`src/rtl/core/smp_pkg.sv`:
```
// ----------------------------------------------------------------------------
// Serpentine module placer package
// Shared types, codes and geometry constants for the placer controller,
// datapath and top level.
// ----------------------------------------------------------------------------
package smp_pkg;

    // Width of the reported module coordinates.
    localparam int CoordBits = 8;
    // Width of the geometry registers.
    localparam int GridBits  = 8;
    // Width of the colour symbol.
    localparam int SymBits   = 2;

    // Configuration port.
    localparam int ApbDataBits = 32;
    localparam int ApbAddrBits = 3;

    // Register index codes, taken from the word address.
    localparam logic RegGridRows = 1'b0;
    localparam logic RegGridCols = 1'b1;

    // Reset geometry.
    localparam logic [GridBits-1:0] GridRowsReset = 8'd108;
    localparam logic [GridBits-1:0] GridColsReset = 8'd192;

    // Request kinds.
    localparam logic KindStartFrame = 1'b0;
    localparam logic KindSymbol     = 1'b1;

    // Reserved zone geometry: finder corners and the alignment zone offsets
    // measured back from the far edges.
    localparam int FinderSize = 8;
    localparam int AlignNear  = 6;
    localparam int AlignFar   = 2;

    // Signed coordinate used for the reserved cell compares.
    typedef logic signed [GridBits+1:0] t_scoord;

    // Commands from the controller to the datapath.
    typedef struct packed {
        logic start_frame;
        logic latch_sym;
        logic step;
        logic emit;
    } t_dp_cmd;

    // Status from the datapath to the controller.
    typedef struct packed {
        logic hit;
        logic out_free;
    } t_dp_sts;

endpackage

```
`src/rtl/core/smp_ctrl.sv`:
```
// ----------------------------------------------------------------------------
// Serpentine module placer controller
// Accepts requests, runs the module walk one cell per cycle and hands a
// result to the output register once a free module or a full frame is seen.
// ----------------------------------------------------------------------------
module smp_ctrl (
    input  logic            i_clk,
    input  logic            i_rst_n,
    input  logic            i_in_valid,
    input  logic            i_kind,
    output logic            o_in_ready,
    input  smp_pkg::t_dp_sts i_sts,
    output smp_pkg::t_dp_cmd o_cmd
);

    localparam logic StIdle = 1'b0;
    localparam logic StWalk = 1'b1;

    logic r_state;
    logic n_state;
    logic w_accept;

    // The block takes a new request whenever it is not walking.
    assign o_in_ready = (r_state == StIdle);
    assign w_accept   = i_in_valid && o_in_ready;

    // Command decode and next state.
    always_comb begin
        n_state           = r_state;
        o_cmd.start_frame = 1'b0;
        o_cmd.latch_sym   = 1'b0;
        o_cmd.step        = 1'b0;
        o_cmd.emit        = 1'b0;
        unique case (r_state)
            StIdle: begin
                if (w_accept) begin
                    if (i_kind == smp_pkg::KindSymbol) begin
                        o_cmd.latch_sym = 1'b1;
                        n_state         = StWalk;
                    end else begin
                        o_cmd.start_frame = 1'b1;
                    end
                end
            end
            StWalk: begin
                if (!i_sts.hit) begin
                    o_cmd.step = 1'b1;
                end else if (i_sts.out_free) begin
                    o_cmd.emit = 1'b1;
                    n_state    = StIdle;
                end
            end
            default: begin
                n_state = StIdle;
            end
        endcase
    end

    // State register.
    always_ff @(posedge i_clk) begin
        if (!i_rst_n) begin
            r_state <= StIdle;
        end else begin
            r_state <= n_state;
        end
    end

endmodule

```
`src/rtl/core/smp_datapath.sv`:
```
// ----------------------------------------------------------------------------
// Serpentine module placer datapath
// Holds the cursor, tests one module per cycle against the reserved zones
// and keeps the registered result for the output channel.
// ----------------------------------------------------------------------------
module smp_datapath (
    input  logic                               i_clk,
    input  logic                               i_rst_n,
    input  logic [smp_pkg::GridBits-1:0]       i_grid_rows,
    input  logic [smp_pkg::GridBits-1:0]       i_grid_cols,
    input  logic [smp_pkg::SymBits-1:0]        i_symbol,
    input  logic                               i_out_ready,
    input  smp_pkg::t_dp_cmd                   i_cmd,
    output smp_pkg::t_dp_sts                   o_sts,
    output logic                               o_out_valid,
    output logic                               o_placed,
    output logic [smp_pkg::CoordBits-1:0]      o_module_row,
    output logic [smp_pkg::CoordBits-1:0]      o_module_col,
    output logic [smp_pkg::SymBits-1:0]        o_symbol_out
);

    // Reserved cell test: finder corners first, then the bottom rows.
    function automatic logic cell_reserved(
        input smp_pkg::t_scoord r,
        input smp_pkg::t_scoord c,
        input smp_pkg::t_scoord rows,
        input smp_pkg::t_scoord cols
    );
        smp_pkg::t_scoord last_f;
        smp_pkg::t_scoord size_f;
        smp_pkg::t_scoord near_a;
        smp_pkg::t_scoord far_a;
        smp_pkg::t_scoord one_s;
        logic             res;
        last_f = smp_pkg::t_scoord'(smp_pkg::FinderSize - 1);
        size_f = smp_pkg::t_scoord'(smp_pkg::FinderSize);
        near_a = smp_pkg::t_scoord'(smp_pkg::AlignNear);
        far_a  = smp_pkg::t_scoord'(smp_pkg::AlignFar);
        one_s  = smp_pkg::t_scoord'(1);
        if (r <= last_f) begin
            res = (c <= last_f) || ((c >= cols - size_f) && (c <= cols - one_s));
        end else if (r < rows - size_f) begin
            res = 1'b0;
        end else if ((r <= rows - one_s) && (c <= last_f)) begin
            res = 1'b1;
        end else begin
            res = (r >= rows - near_a) && (r <= rows - far_a) &&
                  (c >= cols - near_a) && (c <= cols - far_a);
        end
        return res;
    endfunction

    logic [smp_pkg::GridBits-1:0]   r_row;
    logic [smp_pkg::GridBits-1:0]   n_row;
    logic signed [smp_pkg::GridBits:0] r_col;
    logic signed [smp_pkg::GridBits:0] n_col;
    logic [smp_pkg::SymBits-1:0]    r_sym;
    logic                           r_out_valid;
    logic                           n_out_valid;
    logic                           r_placed;
    logic [smp_pkg::CoordBits-1:0]  r_mrow;
    logic [smp_pkg::CoordBits-1:0]  r_mcol;
    logic [smp_pkg::SymBits-1:0]    r_msym;

    logic                           w_even;
    logic                           w_full;
    logic                           w_in_range;
    logic                           w_reserved;
    logic signed [smp_pkg::GridBits:0] w_col_fwd;
    logic signed [smp_pkg::GridBits:0] w_col_back;

    // Position tests on the current cursor.
    assign w_even     = ~r_row[0];
    assign w_full     = (r_row >= i_grid_rows);
    assign w_in_range = ~r_col[smp_pkg::GridBits] &&
                        (r_col[smp_pkg::GridBits-1:0] < i_grid_cols);
    assign w_reserved = cell_reserved(smp_pkg::t_scoord'({2'b00, r_row}),
                                      smp_pkg::t_scoord'({r_col[smp_pkg::GridBits], r_col}),
                                      smp_pkg::t_scoord'({2'b00, i_grid_rows}),
                                      smp_pkg::t_scoord'({2'b00, i_grid_cols}));

    // Column moves along the row direction and back at a row turn.
    assign w_col_fwd  = w_even ? r_col + 9'sd1 : r_col - 9'sd1;
    assign w_col_back = w_even ? r_col - 9'sd1 : r_col + 9'sd1;

    // Status to the controller.
    assign o_sts.hit      = w_full || (w_in_range && !w_reserved);
    assign o_sts.out_free = !r_out_valid || i_out_ready;

    // Cursor update.
    always_comb begin
        n_row = r_row;
        n_col = r_col;
        if (i_cmd.start_frame) begin
            n_row = '0;
            n_col = '0;
        end else if (i_cmd.step) begin
            if (w_in_range) begin
                n_col = w_col_fwd;
            end else begin
                n_col = w_col_back;
                n_row = r_row + 8'd1;
            end
        end else if (i_cmd.emit && !w_full) begin
            n_col = w_col_fwd;
        end
    end

    // Output valid: set by a new result, cleared when the result is taken.
    always_comb begin
        n_out_valid = r_out_valid && !i_out_ready;
        if (i_cmd.emit) begin
            n_out_valid = 1'b1;
        end
    end

    // Control state and cursor.
    always_ff @(posedge i_clk) begin
        if (!i_rst_n) begin
            r_row       <= '0;
            r_col       <= '0;
            r_out_valid <= 1'b0;
        end else begin
            r_row       <= n_row;
            r_col       <= n_col;
            r_out_valid <= n_out_valid;
        end
    end

    // Symbol capture and result payload.
    always_ff @(posedge i_clk) begin
        if (i_cmd.latch_sym) begin
            r_sym <= i_symbol;
        end
        if (i_cmd.emit) begin
            r_placed <= !w_full;
            r_mrow   <= w_full ? '0 : r_row;
            r_mcol   <= w_full ? '0 : r_col[smp_pkg::CoordBits-1:0];
            r_msym   <= w_full ? '0 : r_sym;
        end
    end

    assign o_out_valid  = r_out_valid;
    assign o_placed     = r_placed;
    assign o_module_row = r_mrow;
    assign o_module_col = r_mcol;
    assign o_symbol_out = r_msym;

endmodule

```
`src/rtl/core/serpentine_module_placer_top.sv`:
```
// ----------------------------------------------------------------------------
// Serpentine module placer
// Places colour symbols on a module grid in serpentine order, skipping the
// finder corners and the alignment zone, with an APB geometry register port.
// ----------------------------------------------------------------------------
// A symbol result is registered once the walk finds a free module or a full
// frame and the output register is free; the walk steps one module per cycle.
// No new request is taken until a symbol's result is handed to the output
// register. A start-frame request gives no result.
// Reset: synchronous, active low; cursor to (0,0), grid 108 x 192, no result.
module serpentine_module_placer_top (
    input  logic                                i_clk,
    input  logic                                i_rst_n,
    input  logic                                i_in_valid,
    output logic                                o_in_ready,
    input  logic                                i_kind,
    input  logic [smp_pkg::SymBits-1:0]         i_symbol,
    output logic                                o_out_valid,
    input  logic                                i_out_ready,
    output logic                                o_placed,
    output logic [smp_pkg::CoordBits-1:0]       o_module_row,
    output logic [smp_pkg::CoordBits-1:0]       o_module_col,
    output logic [smp_pkg::SymBits-1:0]         o_symbol_out,
    input  logic                                psel,
    input  logic                                penable,
    input  logic                                pwrite,
    input  logic [smp_pkg::ApbAddrBits-1:0]     paddr,
    input  logic [smp_pkg::ApbDataBits-1:0]     pwdata,
    output logic [smp_pkg::ApbDataBits-1:0]     prdata,
    output logic                                pready
);

    logic [smp_pkg::GridBits-1:0] r_grid_rows;
    logic [smp_pkg::GridBits-1:0] r_grid_cols;
    logic                         w_cfg_wr;
    logic                         w_reg_idx;
    logic [smp_pkg::GridBits-1:0] w_rd_val;
    smp_pkg::t_dp_cmd             w_cmd;
    smp_pkg::t_dp_sts             w_sts;

    // APB access: zero wait states, register picked by the word address.
    assign pready    = 1'b1;
    assign w_cfg_wr  = psel && penable && pwrite && pready;
    assign w_reg_idx = paddr[2];

    // Geometry registers.
    always_ff @(posedge i_clk) begin
        if (!i_rst_n) begin
            r_grid_rows <= smp_pkg::GridRowsReset;
            r_grid_cols <= smp_pkg::GridColsReset;
        end else if (w_cfg_wr) begin
            unique case (w_reg_idx)
                smp_pkg::RegGridRows: r_grid_rows <= pwdata[smp_pkg::GridBits-1:0];
                smp_pkg::RegGridCols: r_grid_cols <= pwdata[smp_pkg::GridBits-1:0];
                default: ;
            endcase
        end
    end

    // Register read-back.
    always_comb begin
        unique case (w_reg_idx)
            smp_pkg::RegGridRows: w_rd_val = r_grid_rows;
            smp_pkg::RegGridCols: w_rd_val = r_grid_cols;
            default:              w_rd_val = '0;
        endcase
    end
    assign prdata = {{(smp_pkg::ApbDataBits - smp_pkg::GridBits){1'b0}}, w_rd_val};

    // Controller.
    smp_ctrl u_ctrl (
        .i_clk      (i_clk),
        .i_rst_n    (i_rst_n),
        .i_in_valid (i_in_valid),
        .i_kind     (i_kind),
        .o_in_ready (o_in_ready),
        .i_sts      (w_sts),
        .o_cmd      (w_cmd)
    );

    // Datapath.
    smp_datapath u_datapath (
        .i_clk        (i_clk),
        .i_rst_n      (i_rst_n),
        .i_grid_rows  (r_grid_rows),
        .i_grid_cols  (r_grid_cols),
        .i_symbol     (i_symbol),
        .i_out_ready  (i_out_ready),
        .i_cmd        (w_cmd),
        .o_sts        (w_sts),
        .o_out_valid  (o_out_valid),
        .o_placed     (o_placed),
        .o_module_row (o_module_row),
        .o_module_col (o_module_col),
        .o_symbol_out (o_symbol_out)
    );

    // A full-frame result carries no coordinates and no symbol.
    a_full_zero: assert property (@(posedge i_clk) disable iff (!i_rst_n)
        (o_out_valid && !o_placed) |->
            (o_module_row == '0 && o_module_col == '0 && o_symbol_out == '0))
        else $error("full-frame result with non-zero payload");

    // A placed module lies inside the configured grid.
    a_in_grid: assert property (@(posedge i_clk) disable iff (!i_rst_n)
        (o_out_valid && o_placed) |->
            (o_module_row < r_grid_rows && o_module_col < r_grid_cols))
        else $error("placed module outside the grid");

    // A symbol request starts a walk, so no request is taken in the next cycle.
    a_walk_busy: assert property (@(posedge i_clk) disable iff (!i_rst_n)
        (i_in_valid && o_in_ready && i_kind == smp_pkg::KindSymbol) |=> !o_in_ready)
        else $error("request taken while a walk is running");

endmodule

```
`config.mk`:
```
export PLATFORM = sky130hd
export DESIGN_NAME = serpentine_module_placer_top
export DESIGN_NICKNAME = d
export VERILOG_FILES = /design/src/rtl/core/smp_pkg.sv /design/src/rtl/core/smp_ctrl.sv /design/src/rtl/core/smp_datapath.sv /design/src/rtl/core/serpentine_module_placer_top.sv
export SDC_FILE = /design/constraint.sdc
export NUM_CORES = 1
export LEC_CHECK = 0
export BUFFER_PORTS_ARGS = -buffer_cell sky130_fd_sc_hd__buf_2
export CORE_MARGIN = 2
export CORE_UTILIZATION = 50
export DETAILED_ROUTE_END_ITERATION = 7
export GPL_TIMING_DRIVEN = 1
export PLACE_DENSITY = 0.73
export RECOVER_POWER = 100
export REMOVE_ABC_BUFFERS = 1
export SLEW_MARGIN = 0
export SYNTH_ARGS = -nofsm -noshare
export SYNTH_HDL_FRONTEND = slang
export SYNTH_SLANG_ARGS = --single-unit
```
`constraint.sdc`:
```
create_clock -name i_clk -period 5.9 [get_ports i_clk]
set_input_delay 1.77 -clock i_clk [delete_from_list [all_inputs] [get_ports i_clk]]
set_output_delay 1.77 -clock i_clk [all_outputs]
set_load 0.1 [all_outputs]
```
Word level (Yosys, flattened, before mapping)
Index checks and enable logic that the tools add are counted.

Register bits: 56. Input port bits: 45. Output and inout port bits: 54. Word-level logic and storage cells: 85.

$add $sub $neg: 11. Order comparisons: 12. Multiplexer cells: 22. Bitwise operators: 5. Reduce and logical (&&, ||, !) cells: 24.

Operators with widths (count): two-way mux 9 bit (5); less-or-equal comparator 9 x 10 -> 1 bit (2); greater-or-equal comparator 9 bit (2); less-or-equal comparator 9 bit (2); subtractor 8 x 1 -> 9 bit (second input constant) (2); subtractor 8 x 2 -> 9 bit (second input constant) (2); subtractor 8 x 3 -> 9 bit (second input constant) (2); subtractor 8 x 4 -> 9 bit (second input constant) (2); one-hot mux 8 bit (2 select lines) (1); logical AND 1 bit (12); two-way mux 1 bit (12); greater-or-equal comparator 9 x 10 -> 1 bit (1); < comparator 9 x 10 -> 1 bit (1); adder 9 x 2 -> 9 bit (second input constant) (1); less-or-equal comparator 9 x 4 -> 1 bit (second input constant) (1); subtractor 9 x 2 -> 9 bit (second input constant) (1); adder 8 x 1 -> 8 bit (second input constant) (1); greater-or-equal comparator 8 bit (1); less-or-equal comparator 8 x 3 -> 1 bit (second input constant) (1); < comparator 8 bit (1); two-way mux 2 bit (3); AND reduction 2 bit (3); inverter 1 bit (5); zero test 1 bit (4); other kinds (4) (6).

Longest topological paths before layout
Word-level depth: 16. Mapped depth: 16. Gate-level depth less buffers: 15.

Hierarchy
Synthesis repeated with hierarchy kept, for this count alone.

Cell total of the unflattened synthesis: 607. Area total of the unflattened synthesis: 5363.9 µm².

Modules (own cells, without submodules): smp_datapath (instances 1, cells an instance 495, area an instance 4312.9 µm², seq. area each 991.0 µm²); serpentine_module_placer_top (instances 1, cells an instance 104, area an instance 980.9 µm², seq. area each 320.3 µm²); smp_ctrl (instances 1, cells an instance 8, area an instance 70.1 µm², seq. area each 20.0 µm²).

Worst setup path after synthesis
OpenSTA, ideal clock, no wires.

Kind: in2out. Start: input port paddr[2] in the netlist's numbering. End: output port prdata[0] in the netlist's numbering. Data arrival time: 4.256 ns. Data required time: 4.130 ns. Setup slack: -0.126 ns. Cell stages on the path: 3. Buffers on the path: 2. Cells stage by stage: clkbuf_1 > clkbuf_1 > o21ai_0.

Cells in the longest elaborated chain, start to end: 2.

Ends and longest elaborated chain: start: declaration (line serpentine_module_placer_top.sv:27) `input logic [smp_pkg::ApbAddrBits-1:0] paddr,`; inverter 1 bit (no source line); one-hot mux 8 bit (2 select lines) (*) (line serpentine_module_placer_top.sv:62) `unique case (w_reg_idx)`; end: declaration (line serpentine_module_placer_top.sv:29) `output logic [smp_pkg::ApbDataBits-1:0] prdata,`.

Every way passes the cells marked *; elsewhere a longest branch is shown, timed or not.

Worst setup path after layout
Start: input port paddr[2] in the netlist's numbering. End: output port prdata[7] in the netlist's numbering.

The elaborated chain is that of the path after synthesis.

==> results list <==
* Die ar.: 0.0114 mm^2
* Detailed-route wire length: 12600 um
- Pin count of the biggest net entering global routing: 21
- VDD IR-drop max: 0.0989 mV
- Detail-routed net length per standard cell: 16.1 um
- In this run the most critical hold path is launched from u_datapath.r_sym[0].
* Clock transition at the register clock pins on the worst setup and hold paths after CTS: 0.10 ns
- Before antenna repair, the detailed router went through 4 iterations.
- For this design the top-level I/O count stands at 99.
- Total power for the finished layout comes to 0.830 mW.
- Number of antenna violations at the first check in global routing: 0
- Across all register-to-register paths, the minimum setup slack is 1.30 ns.
- At the later pin of the worst-skew pair, clock insertion delay measures 0.31 ns.
- Of the post-synthesis cell area, the dominant cell type holds 0.207.
* Overall track demand over capacity in global routing: 0.224
- Data required time of the worst path: 4.13 ns
* Post-synthesis area per instance: 8.59 um^2
* F_max: 0.210 GHz
- After filler insertion, the fill cell instance count of the layout stands at 1020.
* Register bit total from synthesis: 56
- Path category of the worst min-delay check: reg2reg
- Minimum clock period after layout: 4.76 ns
- Maximum root-to-sink buffer count: 2
- Clock root buffer: sky130_fd_sc_hd__clkbuf_8
- In this run, placement finished with an instance count of 777.
- Gate Count Post-Synth: 613
* Min-Delay Endpoint: u_datapath.o_symbol_out[0]
- Worst endpoint data arrival time: 2.99 ns
* Routability congestion estimate: 0.901
- The flow ran to the end, and the final reports show no timing, DRC or antenna violations.
* Number of hold buffers added after CTS: 0
* Layout overhead on the synthesized area: 4.35%
* Final layout net count: 780
- The detailed router placed 4520 vias in this run.
* Initial Utilization: 0.512
* Worst R2R Start: r_grid_cols[3]
- The clock drives 56 sinks.
- Maximum clock skew at final layout: 0.0102 ns
* Layout Cells excl Fill: 785
- Kind of start point of the critical path: input port
* Worst slew slack as a fraction of its limit: 0.208
- Flip-flop cell with the highest count after synthesis: sky130_fd_sc_hd__dfxtp_1
* Power per Cell Area: 151 mW/mm^2
- In the final timing run, aggregate negative setup slack is 0 ns.
- The synthesized design contains 21 enable-type register cells.
* Final setup margin: 1.14 ns
- In the final layout, the share of cells above drive strength 1 is 0.0647.
- TritonCTS built the clock tree.
- Leakage component of the power: 2.40 nW
- The number of max-slew violations in the final report was 0.
* Die height: 107 um
- In the synthesized netlist the async set-or-reset flop fraction comes to 0.
* Hold path depth: 1
- Final count of negative-setup-slack endpoints: 0
- In the final layout, the multi-input gates occupy 0.00356 mm^2.
* Largest driver fanout on the critical path: 19
- Vias in the first global route: 4231
* Area occupied by registers: 0.00133 mm^2
* Initial DRC Count: 283
- Vias per cell: 5.76
- Deepest level of the CTS H-tree: 2
- Max-cap violation count: 0
- Post-CTS timing repair inserted 0 buffers for setup.
- Count of unresolved DRC violations after routing: 0
* CP Class: in2out
- Global routing finished with a remaining overflow of 0.
- Antenna viol nets, final: 0
* Cts bufs inserted: 5
* Dpl ws: 1.46 ns
- Reg2Reg Depth: 13
- Part of the Yosys area used for sequential elements: 0.253
* # resized after CTS: 0
- Row generation in the floorplan step produced 37 rows.
* Worst-Margin Slew: 1.19 ns
- Dividing the final minimum period by the clock period gives 0.806.
* Unrepaired setup endpoints after global routing: no
- The endpoint identified for the worst register-to-register timing path is u_datapath.o_placed.
- The count of buffers added on input and output ports is 47.
- Distinct cell type count after synthesis: 60
- In this run the standard cell core region covers 0.0103 mm^2.
- Diode insertion count for antenna repair: 0
- The first global-routing pass estimated 20800 um of wire.
* Main area contributors after synthesis: sky130_fd_sc_hd__ha_1 (21%), sky130_fd_sc_hd__dfxtp_1 (13%), sky130_fd_sc_hd__edfxtp_1 (12%), sky130_fd_sc_hd__xnor2_1 (6.3%), sky130_fd_sc_hd__nand2_1 (5.3%)
- The die is 107 um wide.
* Largest area contributor in the synthesized netlist: sky130_fd_sc_hd__ha_1
- STA classifies the critical path endpoint as an output port.
* YS warnings: 0
- The cell area that synthesis handed to floorplanning was 0.00526 mm^2.
* Final HPWL DP: 9620 um
* Number of hold violations in the final report: 0
-- worst max-delay path, cell delays in order --
cell and delay (ns):
sky130_fd_sc_hd__clkbuf_1 0.54, sky130_fd_sc_hd__nand2_1 0.11, sky130_fd_sc_hd__o21ai_0 0.10, sky130_fd_sc_hd__buf_2 0.46
-- placed cells by master (no fill, tap or decap), types with 8 or more instances in the layout --
master	instances
sky130_fd_sc_hd__nand2_1	74
sky130_fd_sc_hd__and3_1	9
sky130_fd_sc_hd__buf_2	24
sky130_fd_sc_hd__and2_0	10
sky130_fd_sc_hd__o211ai_1	9
sky130_fd_sc_hd__clkbuf_1	26
sky130_fd_sc_hd__inv_1	29
sky130_fd_sc_hd__nand3_1	15
sky130_fd_sc_hd__conb_1	25
sky130_fd_sc_hd__nor3_1	9
sky130_fd_sc_hd__nand2b_1	10
sky130_fd_sc_hd__a31oi_1	9
sky130_fd_sc_hd__dfxtp_1	35
sky130_fd_sc_hd__ha_1	87
sky130_fd_sc_hd__a21oi_1	32
sky130_fd_sc_hd__and2_1	9
sky130_fd_sc_hd__nor2_1	31
sky130_fd_sc_hd__o21ai_0	28
sky130_fd_sc_hd__a21boi_0	11
sky130_fd_sc_hd__xnor2_1	38
sky130_fd_sc_hd__mux2i_1	8
sky130_fd_sc_hd__edfxtp_1	21
sky130_fd_sc_hd__nand4_1	10
-- synthesized netlist by cell type (all sizes together), types with 4 or more instances --
cell and n:
ha 87, nand2 74, xnor2 38, dfxtp 35
a21oi 33, buf 31, inv 31, nor2 31
o21ai 31, edfxtp 21, and2 19, nand3 15
clkbuf 14, a21boi 11, nor3 11, nand2b 10
nand4 10, o211ai 10, a31oi 9, and3 9
mux2i 8, nor2b 7, o21a 7, xor2 6
or3 5, or4 5, a41o 4
-- report_power, final --
group	internal, mW	leakage [nW]	switching [mW]
clock network	0.0852	0.0456	0.133
logic	0.0445	1.86	0.155
registers	0.403	0.493	0.00884
-- registers in the layout, summed over array words and instances (netlist names), 2 cells and up --
signal / count
r_grid_cols: 8
r_grid_rows: 8
u_datapath.o_module_col: 8
u_datapath.o_module_row: 8
u_datapath.o_symbol_out: 2
u_datapath.r_col: 9
u_datapath.r_row: 8
u_datapath.r_sym: 2
-- metal layers --
layer	share of wire	vias up	GRT usage
li1	-	2207	-
met1	0.47	2117	0.311
met2	0.46	177	0.374
met3	0.064	19	0.0292
met4	0.015	0	0.0492
met5	0	-	0
-- per-stage QoR --
step | hold slack (ns) | area, um^2 | utilization
2_1_floorplan | 0.471 | 5070 | -
3_3_place_gp | 0.499 | 5500 | 0.536
3_5_place_dp | 0.513 | 5500 | 0.536
4_1_cts | 0.538 | 5590 | 0.544
5_1_grt | 0.588 | 5490 | 0.534
6_report | 0.543 | 5490 | 0.534
-- final cells by class --
cell class / instances / area share
multi-input cells: 502 / 0.648
repair buffers: 50 / 0.0403
well taps: 136 / 0.0310
inverters: 33 / 0.0226
clock inverters: 2 / 0.00251
clock buffers: 6 / 0.0132
flip-flops and latches: 56 / 0.242
-- logic make-up after synthesis --
logic type	share of synthesized area
buffers and inverters	0.0765
and+or+nand+nor	0.201
DFF	0.253
adders and majority gates	0.207
muxes	0.0174
xor gates and xnor gates	0.0732
other	0.00143
AOI/OAI and AO/OA	0.171
-- how the worst max path moves through the flow --
stage                              start                          to  cells past startpoint
final                           paddr[2]                   prdata[7]                      4
after global routing      r_grid_cols[3]  u_datapath.o_module_col[4]                     13
after CTS                       paddr[2]                   prdata[7]                      4
after detailed placement        paddr[2]                   prdata[4]                      4
after global placement          paddr[2]                   prdata[3]                      4
after floorplan                 paddr[2]                   prdata[0]                      1
(Power assumes the default switching activity.)
